`src/hdl/br1_rld_pkg.sv`:
```
`default_nettype none

package br1_rld_pkg;

   // decoded-byte counter, frame size register and run length widths
   localparam int COUNT_WIDTH      = 24;
   localparam int FRAME_SIZE_WIDTH = 24;
   localparam int RUN_WIDTH        = 8;

   localparam logic [FRAME_SIZE_WIDTH-1:0] FRAME_SIZE_RESET = FRAME_SIZE_WIDTH'(8000);

   // control byte that does nothing
   localparam logic [7:0] CTRL_NOP = 8'h80;

   // byte_count codes
   localparam logic [1:0] BYTES_ONE = 2'd1;
   localparam logic [1:0] BYTES_TWO = 2'd2;

   // controller -> datapath commands
   typedef struct packed {
      logic load_lit;      // literal control byte: run = n + 1
      logic load_rep;      // repeat control byte: run = 257 - n
      logic capture_data;  // hold the byte to be repeated
      logic emit_lit;      // pass one literal byte to the output
      logic drop_step;     // swallow one literal byte after frame end
      logic emit_rep;      // emit one or two repeated bytes
   } cmd_type;

   // datapath -> controller status
   typedef struct packed {
      logic out_free;      // output register can take an item this cycle
      logic ctrl_literal;  // incoming byte is a literal control byte
      logic ctrl_nop;      // incoming byte is the no-op control byte
      logic run_last;      // one byte left in the current run
      logic lit_frame_end; // next counted byte completes the frame
      logic rep_last;      // this repeat step is the last of the run
   } status_type;

endpackage

`default_nettype wire

```
`src/hdl/br1_rld_ctrl.sv`:
```
`default_nettype none

module br1_rld_ctrl (
   input  wire logic                    clock,
   input  wire logic                    reset,
   input  wire logic                    req_valid,
   output      logic                    req_ready,
   input  wire br1_rld_pkg::status_type status,
   output      br1_rld_pkg::cmd_type    cmd
);
   import br1_rld_pkg::*;

   typedef enum logic [2:0] {
      ST_CONTROL,
      ST_LITERAL,
      ST_DROP,
      ST_REP_DATA,
      ST_REP_EMIT
   } state_type;

   state_type state_ff;
   state_type state_in;
   logic      accept;

   assign accept = req_valid & req_ready;

   // ready and commands per state
   always_comb begin
      req_ready = 1'b0;
      cmd       = '0;
      state_in  = state_ff;
      unique case (state_ff)
         ST_CONTROL: begin
            req_ready = 1'b1;
            if (accept) begin
               if (status.ctrl_literal) begin
                  cmd.load_lit = 1'b1;
                  state_in     = ST_LITERAL;
               end else if (!status.ctrl_nop) begin
                  cmd.load_rep = 1'b1;
                  state_in     = ST_REP_DATA;
               end
            end
         end
         ST_LITERAL: begin
            req_ready = status.out_free;
            if (accept) begin
               cmd.emit_lit = 1'b1;
               if (status.run_last) begin
                  state_in = ST_CONTROL;
               end else if (status.lit_frame_end) begin
                  state_in = ST_DROP;
               end
            end
         end
         ST_DROP: begin
            req_ready = 1'b1;
            if (accept) begin
               cmd.drop_step = 1'b1;
               if (status.run_last) begin
                  state_in = ST_CONTROL;
               end
            end
         end
         ST_REP_DATA: begin
            req_ready = 1'b1;
            if (accept) begin
               cmd.capture_data = 1'b1;
               state_in         = ST_REP_EMIT;
            end
         end
         ST_REP_EMIT: begin
            if (status.out_free) begin
               cmd.emit_rep = 1'b1;
               if (status.rep_last) begin
                  state_in = ST_CONTROL;
               end
            end
         end
         default: begin
            state_in = ST_CONTROL;
         end
      endcase
   end

   // state register
   always_ff @(posedge clock) begin
      if (reset) begin
         state_ff <= ST_CONTROL;
      end else begin
         state_ff <= state_in;
      end
   end

endmodule

`default_nettype wire

```
`src/hdl/br1_rld_datapath.sv`:
```
`default_nettype none

module br1_rld_datapath (
   input  wire logic                                      clock,
   input  wire logic                                      reset,
   input  wire logic [7:0]                                req_in_byte,
   input  wire logic                                      csr_valid,
   output      logic                                      csr_ready,
   input  wire logic [br1_rld_pkg::FRAME_SIZE_WIDTH-1:0]  csr_frame_size,
   output      logic                                      rsp_valid,
   input  wire logic                                      rsp_ready,
   output      logic [7:0]                                rsp_first_byte,
   output      logic [7:0]                                rsp_second_byte,
   output      logic [1:0]                                rsp_byte_count,
   output      logic                                      rsp_last_of_run,
   output      logic                                      rsp_frame_end,
   input  wire br1_rld_pkg::cmd_type                      cmd,
   output      br1_rld_pkg::status_type                   status
);
   import br1_rld_pkg::*;

   logic [FRAME_SIZE_WIDTH-1:0] frame_size_ff;
   logic [COUNT_WIDTH-1:0]      count_ff;
   logic [COUNT_WIDTH-1:0]      count_in;
   logic [RUN_WIDTH-1:0]        run_ff;
   logic [RUN_WIDTH-1:0]        run_in;
   logic [7:0]                  data_ff;

   logic                        rsp_valid_ff;
   logic [7:0]                  first_ff;
   logic [7:0]                  second_ff;
   logic [1:0]                  count_code_ff;
   logic                        last_ff;
   logic                        frame_end_ff;

   logic [COUNT_WIDTH-1:0]      frame_limit;
   logic [COUNT_WIDTH-1:0]      count_plus1;
   logic [COUNT_WIDTH-1:0]      count_plus2;
   logic                        fe1;
   logic                        fe2;

   // repeat step results
   logic                        rep_two;
   logic                        rep_fe;
   logic [RUN_WIDTH-1:0]        rep_run;
   logic [COUNT_WIDTH-1:0]      rep_count;

   logic                        emit;
   logic [8:0]                  rep_len;

   assign csr_ready   = 1'b1;
   assign frame_limit = COUNT_WIDTH'(frame_size_ff);
   assign count_plus1 = count_ff + COUNT_WIDTH'(1);
   assign count_plus2 = count_ff + COUNT_WIDTH'(2);
   assign fe1         = (count_plus1 == frame_limit);
   assign fe2         = (count_plus2 == frame_limit);
   assign emit        = cmd.emit_lit | cmd.emit_rep;
   assign rep_len     = 9'd257 - {1'b0, req_in_byte};

   // one repeat step: stops short at the frame end or at the run end
   always_comb begin
      if (fe1) begin
         rep_two   = 1'b0;
         rep_fe    = 1'b1;
         rep_run   = '0;
         rep_count = '0;
      end else if (run_ff == RUN_WIDTH'(1)) begin
         rep_two   = 1'b0;
         rep_fe    = 1'b0;
         rep_run   = '0;
         rep_count = count_plus1;
      end else begin
         rep_two   = 1'b1;
         rep_fe    = fe2;
         rep_run   = fe2 ? '0 : run_ff - RUN_WIDTH'(2);
         rep_count = fe2 ? '0 : count_plus2;
      end
   end

   // status to the controller
   always_comb begin
      status.out_free      = !rsp_valid_ff || rsp_ready;
      status.ctrl_literal  = (req_in_byte < CTRL_NOP);
      status.ctrl_nop      = (req_in_byte == CTRL_NOP);
      status.run_last      = (run_ff == RUN_WIDTH'(1));
      status.lit_frame_end = fe1;
      status.rep_last      = (rep_run == '0);
   end

   // run length and byte counter next values
   always_comb begin
      run_in   = run_ff;
      count_in = count_ff;
      if (cmd.load_lit) begin
         run_in = RUN_WIDTH'({1'b0, req_in_byte} + 9'd1);
      end else if (cmd.load_rep) begin
         run_in = RUN_WIDTH'(rep_len);
      end else if (cmd.emit_lit) begin
         run_in   = run_ff - RUN_WIDTH'(1);
         count_in = fe1 ? '0 : count_plus1;
      end else if (cmd.drop_step) begin
         run_in = run_ff - RUN_WIDTH'(1);
      end else if (cmd.emit_rep) begin
         run_in   = rep_run;
         count_in = rep_count;
      end
   end

   // control registers
   always_ff @(posedge clock) begin
      if (reset) begin
         frame_size_ff <= FRAME_SIZE_RESET;
         count_ff      <= '0;
         run_ff        <= '0;
         rsp_valid_ff  <= 1'b0;
      end else begin
         if (csr_valid && csr_ready) begin
            frame_size_ff <= csr_frame_size;
         end
         count_ff <= count_in;
         run_ff   <= run_in;
         if (emit) begin
            rsp_valid_ff <= 1'b1;
         end else if (rsp_ready) begin
            rsp_valid_ff <= 1'b0;
         end
      end
   end

   // payload registers
   always_ff @(posedge clock) begin
      if (cmd.capture_data) begin
         data_ff <= req_in_byte;
      end
      if (cmd.emit_lit) begin
         first_ff      <= req_in_byte;
         second_ff     <= 8'h00;
         count_code_ff <= BYTES_ONE;
         last_ff       <= 1'b1;
         frame_end_ff  <= fe1;
      end else if (cmd.emit_rep) begin
         first_ff      <= data_ff;
         second_ff     <= rep_two ? data_ff : 8'h00;
         count_code_ff <= rep_two ? BYTES_TWO : BYTES_ONE;
         last_ff       <= (rep_run == '0);
         frame_end_ff  <= rep_fe;
      end
   end

   assign rsp_valid       = rsp_valid_ff;
   assign rsp_first_byte  = first_ff;
   assign rsp_second_byte = second_ff;
   assign rsp_byte_count  = count_code_ff;
   assign rsp_last_of_run = last_ff;
   assign rsp_frame_end   = frame_end_ff;

endmodule

`default_nettype wire

```
`src/hdl/byterun1_run_length_decoder_unit.sv`:
```
// ByteRun1 (PackBits) run-length decoder.
// Input channel req_*: one compressed byte per item. Output channel rsp_*:
// one or two decoded bytes per item, with last_of_run marking the final
// item caused by an input byte and frame_end marking the item that
// reaches the frame size. Config channel csr_*: frame size (reset 8000),
// always ready; write it only while the decoder is idle.
// Flow: control and dropped bytes give no output. A literal byte gives its
// item in the cycle after acceptance; literals can
// be taken every cycle while the output register keeps draining.
// A repeat takes its data byte, then emits one two-byte item per cycle
// while the receiver keeps up (the last may carry one byte); no input is taken meanwhile.
// The single output register sets the stepping: a stalled receiver
// holds the current item and pauses literal input and repeat emission.
// At frame end the rest of the current run is swallowed and the byte
// counter clears. Synchronous reset returns to expecting a control byte,
// clears the counters and restores the default frame size.
`default_nettype none

module byterun1_run_length_decoder_unit (
   input  wire logic                                     clock,
   input  wire logic                                     reset,
   input  wire logic                                     req_valid,
   output      logic                                     req_ready,
   input  wire logic [7:0]                               req_in_byte,
   output      logic                                     rsp_valid,
   input  wire logic                                     rsp_ready,
   output      logic [7:0]                               rsp_first_byte,
   output      logic [7:0]                               rsp_second_byte,
   output      logic [1:0]                               rsp_byte_count,
   output      logic                                     rsp_last_of_run,
   output      logic                                     rsp_frame_end,
   input  wire logic                                     csr_valid,
   output      logic                                     csr_ready,
   input  wire logic [br1_rld_pkg::FRAME_SIZE_WIDTH-1:0] csr_frame_size
);
   import br1_rld_pkg::*;

   cmd_type    cmd;
   status_type status;

   br1_rld_ctrl u_ctrl (
      .clock     (clock),
      .reset     (reset),
      .req_valid (req_valid),
      .req_ready (req_ready),
      .status    (status),
      .cmd       (cmd)
   );

   br1_rld_datapath u_datapath (
      .clock           (clock),
      .reset           (reset),
      .req_in_byte     (req_in_byte),
      .csr_valid       (csr_valid),
      .csr_ready       (csr_ready),
      .csr_frame_size  (csr_frame_size),
      .rsp_valid       (rsp_valid),
      .rsp_ready       (rsp_ready),
      .rsp_first_byte  (rsp_first_byte),
      .rsp_second_byte (rsp_second_byte),
      .rsp_byte_count  (rsp_byte_count),
      .rsp_last_of_run (rsp_last_of_run),
      .rsp_frame_end   (rsp_frame_end),
      .cmd             (cmd),
      .status          (status)
   );

endmodule

`default_nettype wire

```
`config.mk`:
```
export PLATFORM = sky130hd
export DESIGN_NAME = byterun1_run_length_decoder_unit
export DESIGN_NICKNAME = d
export VERILOG_FILES = /design/src/hdl/br1_rld_pkg.sv /design/src/hdl/br1_rld_ctrl.sv /design/src/hdl/br1_rld_datapath.sv /design/src/hdl/byterun1_run_length_decoder_unit.sv
export SDC_FILE = /design/constraint.sdc
export NUM_CORES = 1
export LEC_CHECK = 0
export BUFFER_PORTS_ARGS = -buffer_cell sky130_fd_sc_hd__buf_2
export CAP_MARGIN = 5
export CORE_MARGIN = 3
export CORE_UTILIZATION = 60
export CTS_CLUSTER_DIAMETER = 100
export DETAILED_ROUTE_END_ITERATION = 8
export PLACE_DENSITY_LB_ADDON = 0.1
export SETUP_SLACK_MARGIN = 0.5
export SLEW_MARGIN = 20
export SYNTH_ARGS = -nofsm -noshare
export SYNTH_HDL_FRONTEND = slang
export SYNTH_HIERARCHICAL = 1
export SYNTH_SLANG_ARGS = --single-unit
```
`constraint.sdc`:
```
create_clock -name clock -period 3.3 [get_ports clock]
set_input_delay 0.33 -clock clock [delete_from_list [all_inputs] [get_ports clock]]
set_output_delay 0.33 -clock clock [all_outputs]
set_load 0.01 [all_outputs]
```
==> impl_metrics.sql <==
INSERT INTO impl_metrics (metric_group, metric, value, unit) VALUES
('setup_path', 'crit_path_capture_type', 'register', ''),
('setup_path', 'worstPathArrival', '3.24', 'ns'),
('power_and_ir_drop', 'power.share.clock', '29.2', '%'),
('yosys', 'netlist.top_cell.by_area', 'sky130_fd_sc_hd__dfxtp_1', ''),
('finish', 'post_route_cells_drive_above_1_share', '36.1', '%'),
('drt', 'drt_pass1_iterations', '6', ''),
('timing', 'count_of_final_hold_check_violations', '0', ''),
('finish', 'finalNetCount', '931', ''),
('yosys', 'synth_enable_flop_cells', '17', ''),
('setup_path', 'path_class', 'register to register', ''),
('setup_path', 'critical_path_required_time', '3.56', 'ns'),
('yosys', 'netlist_top_cells_area', 'sky130_fd_sc_hd__dfxtp_1 22%, sky130_fd_sc_hd__edfxtp_1 7.9%, sky130_fd_sc_hd__xor2_1 4.8%, sky130_fd_sc_hd__nor2_1 4.3%, sky130_fd_sc_hd__xnor2_1 4.1%', ''),
('timing', 'setup_skew_after_layout', '0.0127', 'ns'),
('place', 'dpl.hpwl', '15.1', 'mm'),
('place', 'gp_congestion', '0.991', ''),
('clocking', 'clk-insertion-delay-late', '0.38', 'ns'),
('yosys', 'synthesis.area_per_instance', '8.52', 'µm²'),
('yosys', 'synth.net_count', '800', ''),
('finish', 'fillerInstances', '707', ''),
('global_routing', 'use_met2', '56.5', '%'),
('timing', 'hold-worst-slack', '0.159', 'ns'),
('power_and_ir_drop', 'seq_power_share', '44.1', '%'),
('clocking', 'cts_tree', 'yes', ''),
('clocking', 'worst_setup_hold_path_clk_slew', '0.10', 'ns'),
('finish', 'area.sequential', '0.00197', 'mm²'),
('outcome', 'outcome', 'finished clean', ''),
('drt', 'ant_nets', '0', ''),
('power_and_ir_drop', 'peakVddDrop', '0.300', 'mV'),
('timing', 'achievable-frequency', '336', 'MHz'),
('floorplanning', 'floorplan.core_area', '0.0104', 'mm²'),
('clocking', 'clock-sinks', '88', ''),
('yosys', 'netlist-cell-type-count', '82', ''),
('place', 'placed_area', '0.00712', 'mm²'),
('global_routing', 'gr-usage-met3', '7.28', '%'),
('timing', 'final_critical_path_setup_slack', '0.327', 'ns'),
('timing', 'setup-violations-final', '0', ''),
('yosys', 'yosys_register_bits', '88', ''),
('global_routing', 'grt-busiest-layer', 'met2', ''),
('global_routing', 'first_global_vias', '6233', ''),
('worst_hold_path', 'path_type_of_the_worst_min_delay_path', 'primary input to register', ''),
('power_and_ir_drop', 'powerDensity', '330', 'mW/mm²'),
('yosys', 'ys_warn_count', '6', ''),
('clocking', 'cts_hold_repair.buffers', '0', ''),
('yosys', 'synth.cells.most_frequent', '74 x sky130_fd_sc_hd__nor2_1, 71 x sky130_fd_sc_hd__dfxtp_1, 50 x sky130_fd_sc_hd__nand2_1', ''),
('floorplanning', 'die_h', '109', 'µm'),
('setup_path', 'worstRegToRegCells', '12', ''),
('global_routing', 'grt_pass1_wl', '33.1', 'mm'),
('place', 'pre_cts_slack', '0.0552', 'ns'),
('yosys', 'synth.most_common_cell', 'sky130_fd_sc_hd__nor2_1', ''),
('finish', 'layout-area-overhead-vs-synth', '28.8', '%'),
('setup_path', 'worst_setup_path_start_kind', 'register', ''),
('setup_path', 'ff2ff_setup_slack', '0.33', 'ns'),
('drt', 'drt_iter0_drc', '814', ''),
('yosys', 'synthesis.area', '0.00642', 'mm²'),
('global_routing', 'grt_remaining_overflow', '0', ''),
('power_and_ir_drop', 'cellInternalPower', '1.81', 'mW'),
('finish', 'finalInstanceArea', '0.00827', 'mm²'),
('yosys', 'synth-main-ff-cell', 'sky130_fd_sc_hd__dfxtp_1', ''),
('place', 'place.detailed.instances', '960', ''),
('drt', 'vias_per_cell', '6.74', ''),
('worst_hold_path', 'hold-path-cell-count', '2', ''),
('power_and_ir_drop', 'share_comb_of_total_power', '26.7', '%'),
('flow_run', 'max_cap_viol_count', '0', ''),
('timing', 'max_slew_margin', '39.8', '%'),
('timing', 'final_period_demand_of_the_worst_path', '2.97', 'ns'),
('clocking', 'clockRootBuffer', 'sky130_fd_sc_hd__clkbuf_8', ''),
('clocking', 'clock_tree.htree_level_count', '3', ''),
('place', 'placement.io_buffers', '58', ''),
('yosys', 'ys_seq_area_share', '30.1', '%'),
('setup_path', 'timing.critical_path.fanout_max', '8', ''),
('global_routing', 'globalRouteMet1Util', '48.3', '%');
## worst paths after layout
check                                              endpoint                                      start
hold / removal       u_datapath/frame_limit[9]$_SDFFE_PP1P_                          csr_frame_size[9]
setup reg to reg        u_datapath/count_ff[7]$_SDFFE_PP0P_       u_datapath/count_ff[16]$_SDFFE_PP0P_
setup / recovery        u_datapath/count_ff[7]$_SDFFE_PP0P_       u_datapath/count_ff[16]$_SDFFE_PP0P_
hold reg to reg   u_datapath/rsp_byte_count[1]$_SDFFE_PP0P_  u_datapath/rsp_byte_count[1]$_SDFFE_PP0P_
## cell families after synthesis
kind of cell | Yosys count | synth area share [%]
mux | 28 | 4.52
compound gates | 183 | 20.5
other cells | 1 | 0.0584
xor+xnor | 66 | 9.12
simple gates | 298 | 27.5
buf+inv | 81 | 6.45
fa+ha+maj | 9 | 1.75
flops | 88 | 30.1
## state kept, by name, summed over array words and instances, names as in the netlist
register and cells:
u_datapath/rsp_byte_count 2, u_datapath/data_ff 8, u_ctrl/state_ff 3, u_datapath/count_ff 24, u_datapath/run_ff 8, u_datapath/rsp_frame_end 1, u_datapath/rsp_last_of_run 1, u_datapath/frame_limit 24
u_datapath/rsp_second_byte 8, u_datapath/rsp_first_byte 8, u_datapath/rsp_valid 1
## through the flow
step	util, %	power (mW)
floorplan	-	1.68
global placement	68.7	1.84
detailed placement	68.7	1.86
global route	79.8	2.85
finish	79.8	2.73
CTS	75.3	2.66
## cell type report
cell class / instances / share of cell area, %
multi-input combinational: 586 / 54.7
sequential: 88 / 23.9
timing repair buffer: 176 / 15.8
tap: 136 / 2.06
clock buffer: 10 / 1.54
inverter: 24 / 1.09
clock inverter: 6 / 0.923
## worst max-delay path, stage by stage, from the launching register on
cell                      delay [ns]
sky130_fd_sc_hd__dfxtp_2        0.40
sky130_fd_sc_hd__buf_4          0.19
sky130_fd_sc_hd__and4_1         0.32
sky130_fd_sc_hd__nand3_4        0.14
sky130_fd_sc_hd__nor3_1         0.26
sky130_fd_sc_hd__o21ai_2        0.09
sky130_fd_sc_hd__a211o_1        0.36
sky130_fd_sc_hd__buf_4          0.14
sky130_fd_sc_hd__or3_4          0.40
sky130_fd_sc_hd__a31o_4         0.27
sky130_fd_sc_hd__buf_4          0.14
sky130_fd_sc_hd__a21oi_2        0.12
sky130_fd_sc_hd__a21oi_1        0.06
## per-layer routing
metal,vias up,part of all wire [%]
met2,497,45
met5,-,0
met3,145,10
met4,0,6.3
li1,3039,-
met1,3234,39
## cell usage in the layout (no fill, tap or decap), drive strengths merged, types with 10 or more instances in the layout
master,synthesis,routed
nand4,24,25
nand3,29,29
dfxtp,71,71
a22o,10,10
clkbuf,22,11
inv,24,27
buf,35,175
nand2,52,52
nor2b,13,13
xnor2,30,30
nor3,24,24
nor2,79,79
nor4,19,19
o21ai,33,33
edfxtp,17,17
a21oi,40,40
mux2i,20,20
and4,10,10
xor2,36,36
a31oi,20,20
## what timing repair did
item | CTS | global route
endpoints found under the setup margin | 47 | 45
setup buffers | 22 | 25
pin swaps | 29 | 34
gates resized for setup | 70 | 68
endpoints found under the hold margin | 0 | 0
gates cloned | 2 | 1
## power by group through the flow
stage	Clock (mW)	Sequential [mW]	Combinational, mW
floorplan	0	1.22	0.454
global route	0.855	1.21	0.784
CTS	0.805	1.20	0.647
detailed placement	0	1.23	0.626
finish	0.797	1.20	0.729
global placement	0	1.23	0.607
(Power assumes the default switching activity.)
